## src/sv/mcdm_pkg.sv

```systemverilog
// Shared types and constants for the multichannel to mono downmix block.
// No dependencies; every other file imports this package.
`default_nettype none

package mcdm_pkg;

  // Width of one serial digit moved per cycle through the datapath
  localparam int DIGIT_W = 4;

  // Configuration register widths and indexes
  localparam int CNT_W     = 4;
  localparam int CFG_IDX_W = 1;
  localparam int CFG_DAT_W = 4;

  localparam logic [CFG_IDX_W-1:0] CFG_MIX_MODE      = 1'd0;
  localparam logic [CFG_IDX_W-1:0] CFG_CHANNEL_COUNT = 1'd1;

  localparam logic                 MODE_PEAK     = 1'b1;
  localparam logic [CNT_W-1:0]     COUNT_RESET   = 4'd2;

  // Sequencer states
  typedef enum logic [2:0] {
    S_IDLE,
    S_ACC,
    S_COMMIT,
    S_ABS,
    S_DIV,
    S_NEG,
    S_OUT
  } state_t;

  // Operations of the serial accumulator
  typedef enum logic [2:0] {
    OP_HOLD,
    OP_ADD_FIRST,
    OP_ADD,
    OP_NEG,
    OP_DIV
  } sum_op_t;

  typedef struct packed {
    sum_op_t op;
    logic    first;     // first digit of a pass
  } sum_ctl_t;

  typedef struct packed {
    logic active;       // magnitude digit pass running
    logic first_dig;    // first digit of the pass
    logic first_chan;   // beat is channel zero of its frame
    logic commit;       // take the candidate if it won
  } peak_ctl_t;

endpackage

`default_nettype wire

```

## src/sv/mcdm_div.sv

```systemverilog
// Digit-serial restoring divider by the small channel count, MSB digit first.
// Depends on mcdm_pkg.
`default_nettype none

module mcdm_div
  import mcdm_pkg::*;
(
  input  wire logic               clk,
  input  wire logic               en,
  input  wire logic               first,
  input  wire logic [CNT_W-1:0]   count,
  input  wire logic [DIGIT_W-1:0] num_digit,
  output logic      [DIGIT_W-1:0] q_digit
);

  logic [CNT_W-1:0] rem_r;
  logic [CNT_W-1:0] rem_nxt;

  // One restoring step per bit of the digit; remainder stays below count
  always_comb begin
    logic [CNT_W-1:0] r;
    logic [CNT_W:0]   t;
    r       = first ? '0 : rem_r;
    q_digit = '0;
    for (int i = DIGIT_W - 1; i >= 0; i--) begin
      t = {r, num_digit[i]};
      if (t >= {1'b0, count}) begin
        q_digit[i] = 1'b1;
        t          = t - {1'b0, count};
      end
      r = t[CNT_W-1:0];
    end
    rem_nxt = r;
  end

  always_ff @(posedge clk) begin
    if (en) begin
      rem_r <= rem_nxt;
    end
  end

endmodule

`default_nettype wire

```

## src/sv/mcdm_sum.sv

```systemverilog
// Rotating accumulator: serial add, serial negate and quotient shift-in.
// Depends on mcdm_pkg.
`default_nettype none

module mcdm_sum
  import mcdm_pkg::*;
#(
  parameter int ACC_W = 28
) (
  input  wire logic               clk,
  input  wire sum_ctl_t           ctl,
  input  wire logic [DIGIT_W-1:0] smp_digit,
  input  wire logic [DIGIT_W-1:0] q_digit,
  output logic      [ACC_W-1:0]   acc_q
);

  logic [ACC_W-1:0] acc_r;
  logic [ACC_W-1:0] acc_nxt;
  logic             carry_r;
  logic             carry_nxt;

  // Digit arithmetic on the low digit, LSB first; quotient enters at the bottom
  always_comb begin
    logic             cin;
    logic [DIGIT_W:0] s;
    cin       = ctl.first ? (ctl.op == OP_NEG) : carry_r;
    s         = '0;
    acc_nxt   = acc_r;
    carry_nxt = carry_r;
    case (ctl.op)
      OP_ADD_FIRST: begin
        s = {1'b0, smp_digit} + {{DIGIT_W{1'b0}}, cin};
      end
      OP_ADD: begin
        s = {1'b0, acc_r[DIGIT_W-1:0]} + {1'b0, smp_digit} + {{DIGIT_W{1'b0}}, cin};
      end
      OP_NEG: begin
        s = {1'b0, ~acc_r[DIGIT_W-1:0]} + {{DIGIT_W{1'b0}}, cin};
      end
      default: begin
        s = '0;
      end
    endcase
    case (ctl.op)
      OP_ADD_FIRST, OP_ADD, OP_NEG: begin
        acc_nxt   = {s[DIGIT_W-1:0], acc_r[ACC_W-1:DIGIT_W]};
        carry_nxt = s[DIGIT_W];
      end
      OP_DIV: begin
        acc_nxt = {acc_r[ACC_W-DIGIT_W-1:0], q_digit};
      end
      default: begin
        acc_nxt = acc_r;
      end
    endcase
  end

  always_ff @(posedge clk) begin
    acc_r   <= acc_nxt;
    carry_r <= carry_nxt;
  end

  assign acc_q = acc_r;

endmodule

`default_nettype wire

```

## src/sv/mcdm_peak.sv

```systemverilog
// Serial magnitude and compare unit tracking the frame's largest sample.
// Depends on mcdm_pkg.
`default_nettype none

module mcdm_peak
  import mcdm_pkg::*;
#(
  parameter int ACC_W       = 28,
  parameter int SAMPLE_BITS = 24
) (
  input  wire logic                   clk,
  input  wire peak_ctl_t              ctl,
  input  wire logic [DIGIT_W-1:0]     smp_digit,
  input  wire logic [SAMPLE_BITS-1:0] hold_sample,
  output logic      [SAMPLE_BITS-1:0] best_sample
);

  logic [ACC_W-1:0]       cand_r;
  logic [ACC_W-1:0]       bmag_r;
  logic [SAMPLE_BITS-1:0] best_r;
  logic                   carry_r;
  logic                   gt_r;
  logic [DIGIT_W-1:0]     m;
  logic [DIGIT_W-1:0]     b;
  logic                   carry_nxt;
  logic                   gt_nxt;

  // Magnitude digit by serial negation, then LSB-first greater-than chain
  always_comb begin
    logic             cin;
    logic             gt_in;
    logic [DIGIT_W:0] s;
    cin   = ctl.first_dig ? 1'b1 : carry_r;
    gt_in = ctl.first_dig ? 1'b0 : gt_r;
    s     = {1'b0, ~smp_digit} + {{DIGIT_W{1'b0}}, cin};
    if (hold_sample[SAMPLE_BITS-1]) begin
      m = s[DIGIT_W-1:0];
    end else begin
      m = smp_digit;
    end
    carry_nxt = s[DIGIT_W];
    b         = bmag_r[DIGIT_W-1:0];
    gt_nxt    = (m > b) | ((m == b) & gt_in);
  end

  // Rotate during the pass; on commit the candidate replaces the best if it won or is channel zero
  always_ff @(posedge clk) begin
    if (ctl.active) begin
      cand_r  <= {m, cand_r[ACC_W-1:DIGIT_W]};
      bmag_r  <= {b, bmag_r[ACC_W-1:DIGIT_W]};
      carry_r <= carry_nxt;
      gt_r    <= gt_nxt;
    end else if (ctl.commit && (ctl.first_chan || gt_r)) begin
      bmag_r <= cand_r;
      best_r <= hold_sample;
    end
  end

  assign best_sample = best_r;

endmodule

`default_nettype wire

```

## src/sv/multichannel_to_mono_downmix.sv

```systemverilog
// Top level of the multichannel to mono downmix: sequencer, config and output beat.
// Depends on mcdm_pkg, mcdm_sum, mcdm_peak and mcdm_div.
`default_nettype none

// Interleaved signed samples enter one beat at a time; after the last channel of
// each frame (channel_count, 1 to MAX_CHANNELS) one mono beat leaves, either the
// mean of the frame truncated toward zero (mix_mode 0) or the sample of largest
// magnitude with its sign, earlier channel winning ties (mix_mode 1). The datapath
// is digit-serial, 4 bits a cycle, over NDIG = ceil((SAMPLE_BITS +
// clog2(MAX_CHANNELS)) / 4) digits, 7 at the default widths. Each input beat goes
// through accept, the add and magnitude-compare pass, and commit. A frame close adds
// the output step; in mean mode it is preceded by the serial divide pass, and for a
// negative sum the sum is negated before the divide and the quotient after it. The
// output register holds a finished beat while the next input is taken.
// Configuration is written through cfg_we.
module multichannel_to_mono_downmix
  import mcdm_pkg::*;
#(
  parameter int MAX_CHANNELS = 8,
  parameter int SAMPLE_BITS  = 24
) (
  input  wire logic                          clk,
  input  wire logic                          rst_n,
  input  wire logic                          in_valid,
  output logic                               in_stall,
  input  wire logic signed [SAMPLE_BITS-1:0] in_sample,
  input  wire logic                          in_end_of_block,
  output logic                               out_valid,
  input  wire logic                          out_stall,
  output logic signed      [SAMPLE_BITS-1:0] out_mono_sample,
  output logic                               out_last_of_block,
  input  wire logic                          cfg_we,
  input  wire logic        [CFG_IDX_W-1:0]   cfg_index,
  input  wire logic        [CFG_DAT_W-1:0]   cfg_data
);

  localparam int LOG_MAXC = $clog2(MAX_CHANNELS);
  localparam int SUM_BITS = SAMPLE_BITS + LOG_MAXC;
  localparam int NDIG     = (SUM_BITS + DIGIT_W - 1) / DIGIT_W;
  localparam int ACC_W    = NDIG * DIGIT_W;
  localparam int DIG_W    = (NDIG > 1) ? $clog2(NDIG) : 1;
  localparam int POS_W    = (MAX_CHANNELS > 1) ? LOG_MAXC : 1;
  localparam int CMP_W    = CNT_W + 1;
  localparam logic [DIG_W-1:0] LAST_DIG = DIG_W'(NDIG - 1);
  localparam logic [CMP_W-1:0] MAXC_W   = CMP_W'(MAX_CHANNELS);

  state_t state_r, state_nxt;

  logic                   mode_r;
  logic [CNT_W-1:0]       count_r;
  logic [POS_W-1:0]       pos_r;
  logic [DIG_W-1:0]       dig_r;
  logic [ACC_W-1:0]       smp_r;
  logic [SAMPLE_BITS-1:0] hold_r;
  logic                   eob_r;
  logic                   first_r;
  logic                   neg_r;
  logic                   sel_peak_r;
  logic                   out_valid_r;
  logic [SAMPLE_BITS-1:0] out_mono_r;
  logic                   out_last_r;

  logic [CNT_W-1:0]       eff_count;
  logic                   close;
  logic                   last_dig;
  logic                   out_free;
  logic                   accept;
  logic                   pass_go;
  logic                   div_go;
  logic                   commit;
  logic                   out_load;
  sum_ctl_t               sum_ctl;
  peak_ctl_t              peak_ctl;
  logic [ACC_W-1:0]       acc_q;
  logic [DIGIT_W-1:0]     q_digit;
  logic [SAMPLE_BITS-1:0] best_sample;

  // Effective channel count and frame close test
  always_comb begin
    logic [CMP_W-1:0] cc;
    logic [CMP_W-1:0] eff;
    cc = {1'b0, count_r};
    if (count_r == '0) begin
      eff = CMP_W'(1);
    end else if (cc > MAXC_W) begin
      eff = MAXC_W;
    end else begin
      eff = cc;
    end
    eff_count = eff[CNT_W-1:0];
    close     = (CMP_W'(pos_r) + CMP_W'(1)) >= eff;
  end

  assign last_dig = (dig_r == LAST_DIG);
  assign out_free = !out_valid_r || !out_stall;

  // Next state
  always_comb begin
    state_nxt = state_r;
    unique case (state_r)
      S_IDLE: begin
        if (in_valid) state_nxt = S_ACC;
      end
      S_ACC: begin
        if (last_dig) state_nxt = S_COMMIT;
      end
      S_COMMIT: begin
        if (!close) begin
          state_nxt = S_IDLE;
        end else if (mode_r == MODE_PEAK) begin
          state_nxt = S_OUT;
        end else if (acc_q[ACC_W-1]) begin
          state_nxt = S_ABS;
        end else begin
          state_nxt = S_DIV;
        end
      end
      S_ABS: begin
        if (last_dig) state_nxt = S_DIV;
      end
      S_DIV: begin
        if (last_dig) state_nxt = neg_r ? S_NEG : S_OUT;
      end
      S_NEG: begin
        if (last_dig) state_nxt = S_OUT;
      end
      S_OUT: begin
        if (out_free) state_nxt = S_IDLE;
      end
      default: state_nxt = S_IDLE;
    endcase
  end

  // Sequencer outputs
  always_comb begin
    in_stall            = 1'b1;
    accept              = 1'b0;
    pass_go             = 1'b0;
    div_go              = 1'b0;
    commit              = 1'b0;
    out_load            = 1'b0;
    sum_ctl.op          = OP_HOLD;
    sum_ctl.first       = (dig_r == '0);
    peak_ctl.active     = 1'b0;
    peak_ctl.first_dig  = (dig_r == '0);
    peak_ctl.first_chan = first_r;
    peak_ctl.commit     = 1'b0;
    unique case (state_r)
      S_IDLE: begin
        // input held off while in reset
        in_stall = !rst_n;
        accept   = in_valid && rst_n;
      end
      S_ACC: begin
        pass_go         = 1'b1;
        sum_ctl.op      = first_r ? OP_ADD_FIRST : OP_ADD;
        peak_ctl.active = 1'b1;
      end
      S_COMMIT: begin
        commit          = 1'b1;
        peak_ctl.commit = 1'b1;
      end
      S_ABS, S_NEG: begin
        pass_go    = 1'b1;
        sum_ctl.op = OP_NEG;
      end
      S_DIV: begin
        pass_go    = 1'b1;
        div_go     = 1'b1;
        sum_ctl.op = OP_DIV;
      end
      S_OUT: begin
        out_load = out_free;
      end
      default: begin
        in_stall = 1'b1;
      end
    endcase
  end

  // Control registers
  always_ff @(posedge clk) begin
    if (!rst_n) begin
      state_r     <= S_IDLE;
      mode_r      <= 1'b0;
      count_r     <= COUNT_RESET;
      pos_r       <= '0;
      dig_r       <= '0;
      out_valid_r <= 1'b0;
    end else begin
      state_r <= state_nxt;
      if (cfg_we) begin
        unique case (cfg_index)
          CFG_MIX_MODE:      mode_r  <= cfg_data[0];
          CFG_CHANNEL_COUNT: count_r <= cfg_data[CNT_W-1:0];
          default:           mode_r  <= mode_r;
        endcase
      end
      if (pass_go && !last_dig) begin
        dig_r <= dig_r + DIG_W'(1);
      end else begin
        dig_r <= '0;
      end
      if (commit) begin
        pos_r <= close ? '0 : pos_r + POS_W'(1);
      end
      if (out_load) begin
        out_valid_r <= 1'b1;
      end else if (!out_stall) begin
        out_valid_r <= 1'b0;
      end
    end
  end

  // Payload registers: sample shift line, frame flags and output beat
  always_ff @(posedge clk) begin
    if (accept) begin
      smp_r   <= ACC_W'(in_sample);
      hold_r  <= in_sample;
      eob_r   <= in_end_of_block;
      first_r <= (pos_r == '0);
    end else if (state_r == S_ACC) begin
      smp_r <= {{DIGIT_W{smp_r[ACC_W-1]}}, smp_r[ACC_W-1:DIGIT_W]};
    end
    if (commit) begin
      neg_r      <= acc_q[ACC_W-1];
      sel_peak_r <= (mode_r == MODE_PEAK);
    end
    if (out_load) begin
      out_mono_r <= sel_peak_r ? best_sample : acc_q[SAMPLE_BITS-1:0];
      out_last_r <= eob_r;
    end
  end

  mcdm_sum #(
    .ACC_W (ACC_W)
  ) u_sum (
    .clk       (clk),
    .ctl       (sum_ctl),
    .smp_digit (smp_r[DIGIT_W-1:0]),
    .q_digit   (q_digit),
    .acc_q     (acc_q)
  );

  mcdm_peak #(
    .ACC_W       (ACC_W),
    .SAMPLE_BITS (SAMPLE_BITS)
  ) u_peak (
    .clk         (clk),
    .ctl         (peak_ctl),
    .smp_digit   (smp_r[DIGIT_W-1:0]),
    .hold_sample (hold_r),
    .best_sample (best_sample)
  );

  mcdm_div u_div (
    .clk       (clk),
    .en        (div_go),
    .first     (dig_r == '0),
    .count     (eff_count),
    .num_digit (acc_q[ACC_W-1 -: DIGIT_W]),
    .q_digit   (q_digit)
  );

  assign out_valid         = out_valid_r;
  assign out_mono_sample   = out_mono_r;
  assign out_last_of_block = out_last_r;

endmodule

`default_nettype wire
```

## config.mk

```make
export PLATFORM = sky130hd
export DESIGN_NAME = multichannel_to_mono_downmix
export DESIGN_NICKNAME = d
export VERILOG_FILES = /design/src/sv/mcdm_pkg.sv /design/src/sv/mcdm_div.sv /design/src/sv/mcdm_sum.sv /design/src/sv/mcdm_peak.sv /design/src/sv/multichannel_to_mono_downmix.sv
export SDC_FILE = /design/constraint.sdc
export NUM_CORES = 1
export LEC_CHECK = 0
export BUFFER_PORTS_ARGS = -buffer_cell sky130_fd_sc_hd__buf_2
export CORE_MARGIN = 1.5
export CORE_UTILIZATION = 61
export DETAILED_ROUTE_END_ITERATION = 16
export GPL_ROUTABILITY_DRIVEN = 0
export PLACE_DENSITY = 0.8
export SYNTH_ARGS = -nofsm -noshare
export SYNTH_HDL_FRONTEND = slang
export SYNTH_HIERARCHICAL = 1
export SYNTH_SLANG_ARGS = --single-unit
```

## constraint.sdc

```tcl
create_clock -name clk -period 7.8 [get_ports clk]
set_clock_uncertainty 0.2 [all_clocks]
set_input_delay 0.78 -clock clk [delete_from_list [all_inputs] [get_ports clk]]
set_output_delay 0.78 -clock clk [all_outputs]
set_load 0.005 [all_outputs]
```

---- Word-level counts from Yosys, hierarchy flattened ----
Cells that the tools add are included.
word-level totals
  register bits after elaboration ......... 211
  word-level logic and storage cells ...... 136
cells by class
  $add $sub $neg .......................... 12
  reduce and logical (&&, ||, !) cells .... 24
  muxes and demuxes ....................... 45
  magnitude comparators ................... 7
  bitwise logic cells ..................... 6
  equality and inequality tests ........... 19
operators with widths
  cell                 count
  $mux 28              3
  $pmux 28 s2          1
  $mux 3               10
  $mux 4               7
  $mux 27              1
  $mux 24              1
  $pmux 3 s7           1
  $ge 5x4->1           4
  $mux 1               16
  $sub 4x4->4          4
  $add 4x1->5          3
  $eq 3x3->1 const B   5
  $pmux 5 s3           1
  $eq 3x2->1 const B   4
  $ne 2x2->1 const B   6
  $logic_not 3->1      3
  $pmux 3 s3           1
  $not 4->4            2
  $reduce_and 2->1     4
  $add 3x1->3 const B  2
  $eq 3x1->1 const B   2
  $reduce_and 6->1     1
  $reduce_bool 2->1    3
  $add 4x4->5          1
  other kinds (19)     27

---- Logic depth before layout (Yosys ltp) ----
  word-level depth ........................ 12
  gate-level depth with buffers ........... 34
  depth with buffers taken out ............ 33

---- Hierarchy ----
The synthesis kept the hierarchy.
by module, submodules not included
  module                        cells each  instances  area each (um^2)
  multichannel_to_mono_downmix  313         1          4,005.1
  mcdm_peak                     146         1          3,138.0
  mcdm_sum                      118         1          1,694.1
  mcdm_div                      137         1          1,108.6

---- Worst setup path before layout ----
Ideal clock, no wire load.
  path kind ............................... reg2reg
  start point ............................. register dig_r[0]
  end point ............................... register u_sum.acc_r[0], in the netlist u_sum/acc_q[0] (data pin)
  clock period less this slack ............ 6,755 ps
  path buffers ............................ 1
  path slack .............................. 1,045 ps
  cell stages (with the launch flop) ...... 33
  required time ........................... 7,340 ps
  data arrival time ....................... 6,295 ps
  path through ............................ dfxtp_1 inv_1 ha_1 nor2b_1 nor2b_1 ha_1 or2_1 a211oi_4 nor3_1 mux2_2 inv_1 ha_1 a21o_1 a21oi_1 o21ai_0 or4_4 buf_6 mux2i_1 ha_1 a21o_1 a21o_1 a21o_1 a211oi_1 mux2_4 inv_2 nor2_1 a21oi_1 ha_1 a21oi_1 o21bai_1 a21oi_1 o2111ai_2 mux2_2
RTL lines
  element                 line                                 text
  from (decl)             multichannel_to_mono_downmix.sv:52   logic [DIG_W-1:0] dig_r;
  from (signal assigned)  multichannel_to_mono_downmix.sv:200  dig_r <= dig_r + DIG_W'(1);
  to (signal assigned)    mcdm_sum.sv:59                       acc_r <= acc_nxt;
  to (decl)               mcdm_sum.sv:17                       logic [ACC_W-1:0] acc_r;

---- Worst setup path after layout ----
  start point ............................. register count_r[2]
  end point ............................... register u_div.rem_r[3] (data pin)
on the way
  word-level cells in the longest chain between the ends .. 11
  elaborated cells between the ends (all ways) .. 16
RTL lines
  element                                    line                                 text
  from (decl)                                multichannel_to_mono_downmix.sv:50   logic [CNT_W-1:0] count_r;
  from (signal assigned)                     multichannel_to_mono_downmix.sv:195  CFG_CHANNEL_COUNT: count_r <= cfg_data[CNT_W-1:0];
  $gt 4x4->1                                 multichannel_to_mono_downmix.sv:85   end else if (cc > MAXC_W) begin
  $mux 4                                     multichannel_to_mono_downmix.sv:85
  $mux 5 (*)                                 multichannel_to_mono_downmix.sv:83   if (count_r == '0) begin
  named net eff_count[0]                     multichannel_to_mono_downmix.sv:63   logic [CNT_W-1:0] eff_count;
  $sub 4x4->4 or $ge 5x4->1 (tied branches)  mcdm_div.sv:29, mcdm_div.sv:27
  $mux 4                                     mcdm_div.sv:27                       if (t >= {1'b0, count}) begin
  $sub 4x4->4 or $ge 5x4->1 (tied branches)  mcdm_div.sv:29, mcdm_div.sv:27
  $mux 4                                     mcdm_div.sv:27
  $sub 4x4->4 or $ge 5x4->1 (tied branches)  mcdm_div.sv:29, mcdm_div.sv:27
  $mux 4                                     mcdm_div.sv:27
  $sub 4x4->4 or $ge 5x4->1 (tied branches)  mcdm_div.sv:29, mcdm_div.sv:27
  $mux 4 (*)                                 mcdm_div.sv:27
  named net u_div.rem_nxt[3]                 mcdm_div.sv:17                       logic [CNT_W-1:0] rem_nxt;
  to (signal assigned)                       mcdm_div.sv:38                       rem_r <= rem_nxt;
  to (decl)                                  mcdm_div.sv:16                       logic [CNT_W-1:0] rem_r;
Mark *: on every way through the listed nets, which the timed path passes. The rest lies on a longest branch.
A chain may end at the register's enable or synchronous reset.

==> metrics.yaml <==
placement:
  hpwl_um: 13100
  dp_slack_ns: 0.293
  port_buffers: 61
  dp_cells: 975
drt:
  vias_per_cell: 5.81
  vias: 5895
  drtIter0Drc: 367
  ant_nets: 0
  drc: 0
  wl_per_cell_um: 19.0
  drt_wl_total_um: 19300
  dr.pass1.iters: 4
logic_synthesis:
  ys_types: 69
  synth_compound_area_frac: 0.0679
  synth_top_family_by_area: "multiplexers"
  syn_inst: 714
  synthesis.nets: 789
  synth_edf_count: 193
  synth_seq_cells: 208
  synthXorXnorAreaFrac: 0.0123
  ys_seq_area_frac: 0.613
  ys_dominant_reg_cell: "edfxtp_1"
  synthMuxAreaShare: 0.114
  post_synth_instance_area_sq_um: 9950
  synth-simple-area-share: 0.0995
  yosys_warnings: 6
  ys_async_sr_fraction: 0
  synthAdderAreaFrac: 0.0562
  avgSynthCellArea_sq_um: 13.9
pwr:
  p_switching_uw: 985
  p_total_uw: 3490
  ir_drop_mv: 0.242
  intPower_uw: 2500
  p_seq_frac: 0.423
  p_sw_frac: 0.282
  p_leak_uw: 0.00438
  p_clk_frac: 0.321
  power_density_nw_per_um2: 311
  combPwrFrac: 0.256
critical_path:
  endpoint_kind: "flip-flop"
  worst-setup-path-type: "flip-flop to flip-flop"
  startpoint_type: "flip-flop"
  cp.required_ns: 7.83
  critPathSlowestCell: "or4_4"
  cpPeakStageDelay_ns: 0.48
  cp.arrival_ns: 7.40
  cp_max_fo: 10
  cpMostUsedCell: "nor2_1"
die:
  ios: 62
  dieArea_sq_um: 17100
  die_h_um: 131
  row_count: 46
  fp.dieW_um: 131
  start_util: 0.626
  core_sq_um: 15900
layout:
  diodes: 0
  drive_above_1_share: 0.267
  final_cell_count_no_fill: 1015
  syn_to_final_growth_pct: 12.6
  fin_nets: 858
  utilization: 0.705
timing:
  finalWorstSetupSlack_ns: 0.426
  rsz0062_at_grt: "false"
  finalCritPeriodShare: 0.945
  maxSlewViolCount: 0
  hold_viol: 0
  fin_tns_setup_ns: 0
  setup_viol: 0
  min_period_ns: 7.37
  worstMarginPinSlew_ns: 1.15
  slew_headroom: 0.231
  max_freq_mhz: 136
global_routing:
  grt_usage: 0.230
  overflow: 0
  grt_max_degree: 62
  grt_pass1_wl_um: 30000
  antenna_found_initial: 0
  grt_pass1_vias: 5916
clock_tree:
  cts_hold_buf: 0
  htree_levels: 1
  cts_tree: "yes"
  clockBufferDepth: 3
  cts_setup_buffers: 0
  cts_buffers: 22
  ctsRootBufferMaster: "clkbuf_16"
  cts.sinks: 208
  clk_pin_slew_ns: 0.06
  clk_latency_ns: 0.49
worst_hold_path:
  hold_path_class: "flip-flop to flip-flop"
job:
  max_cap_violations: 0
status:
  status: "finished, final reports clean"
[critical path: cells and delay by family, from the launching register on]
| kind | cells | cell delay (ns) |
|---|---|---|
| buf+inv | 3 | 0.31 |
| mux | 3 | 0.95 |
| fa+ha+maj | 5 | 1.42 |
| flops | 1 | 0.36 |
| simple gates | 10 | 1.86 |
| compound gates | 13 | 2.01 |
[sequential cells by signal (all words and copies together) (netlist names)]
register,flops
count_r,4
dig_r,3
eob_r,1
first_r,1
hold_r,24
mode_r,1
neg_r,1
out_last_of_block,1
out_mono_sample,24
out_valid,1
pos_r,3
sel_peak_r,1
smp_r,25
state_r,3
u_div/rem_r,4
u_peak/best_sample,24
u_peak/bmag_r,28
u_peak/cand_r,28
u_peak/carry_r,1
u_peak/gt_r,1
u_sum/acc_q,28
u_sum/carry_r,1
[path summary, 6_finish.rpt]
path | slack [ns] | startpoint | endpoint | cells past startpoint
max | 0.43 | count_r[2] | u_div/rem_r[3] | 34
max reg2reg | 0.43 | count_r[2] | u_div/rem_r[3] | 34
min | 0.22 | hold_r[8] | u_peak/best_sample[8] | 0
min reg2reg | 0.22 | hold_r[8] | u_peak/best_sample[8] | 0
[per-layer routing]
| layer | vias to the layer above | track usage | routed length, um |
|---|---|---|---|
| met4 | 0 | 0.0724 | 506 |
| met2 | 196 | 0.396 | 9750 |
| li1 | 2757 | - | - |
| met3 | 41 | 0.0314 | 905 |
| met1 | 2901 | 0.304 | 8120 |
| met5 | - | 0 | 0 |
[through the flow]
| stage | hold WS [ns] | instance area, sq um |
|---|---|---|
| 2_1_floorplan | 0.200 | 9950 |
| 3_3_place_gp | 0.201 | 10400 |
| 3_5_place_dp | 0.205 | 10400 |
| 4_1_cts | 0.220 | 11200 |
| 5_1_grt | 0.226 | 11200 |
| 6_report | 0.219 | 11200 |
[synth_stat cells, types with 7 or more instances]
| library cell | n | share of area |
|---|---|---|
| nand2b_1 | 10 | 0.0063 |
| edfxtp_1 | 193 | 0.58 |
| ha_1 | 35 | 0.044 |
| nor2_1 | 29 | 0.011 |
| o21ai_0 | 13 | 0.0065 |
| dfxtp_1 | 15 | 0.030 |
| nand3_1 | 12 | 0.0060 |
| xnor2_1 | 9 | 0.0079 |
| nor3_1 | 7 | 0.0035 |
| o21a_1 | 7 | 0.0053 |
| nor2b_1 | 12 | 0.0075 |
| a21oi_1 | 25 | 0.013 |
| a21o_1 | 11 | 0.0083 |
| nand2_1 | 95 | 0.036 |
| mux2_2 | 31 | 0.035 |
| mux2_4 | 49 | 0.074 |
| inv_1 | 42 | 0.016 |
| buf_6 | 7 | 0.0079 |
[timing repair]
action                                  CTS  global route
gates resized for setup                   0             2
endpoints found under the hold margin     0             0
endpoints found under the setup margin    0             5
[final cells by class]
type                            count  area (sq um)
Clock inverter                     11           186
Sequential cell                   208          6100
Inverter                           46           173
Timing Repair Buffer               69           365
Clock buffer                       29           598
Multi-Input combinational cell    436          3510
Tap cell                          216           270
Fill cell                        1050          4680
[power groups by stage]
stage	combinational (uW)	sequential [uW]	clock, uW
finish	894	1470	1120
global placement	796	1490	0
CTS	868	1480	1130
detailed placement	864	1500	0
global route	972	1490	1170
floorplan	697	1460	0
[placed cells by master, fill, tap and decap left out, types with 3 or more instances in the layout]
cell type  instances
o22ai_1            4
nor2_1            28
buf_2             61
o211a_1            3
nand4b_1           3
nand3_1           12
mux2i_1            5
ha_1              35
buf_4              8
o2111ai_1          3
xnor2_1            8
mux2_4            49
nand2b_1          10
edfxtp_1         193
nor3_1             5
a21o_1            11
xor2_1             5
nand2_1           95
and3_1             4
a21oi_1           23
o21ai_0           13
a211oi_1           3
bufinv_16          5
nand3b_1           3
fa_1               5
dfxtp_1           15
nor3b_1            3
mux2_2            31
clkbuf_16         23
or2_2              4
nor2b_1           11
o31ai_1            3
inv_1             42
a22oi_1            5
clkbuf_1           6
o21a_1             7
inv_2              4
[cell families after synthesis]
group                      count (synthesis)
muxes                                     85
adders and majority gates                 42
buffers and inverters                     70
and+or+nand+nor                          200
xor gates and xnor gates                  14
DFF                                      208
AOI/OAI and AO/OA                         95
Power figures use the tool's default switching activity.
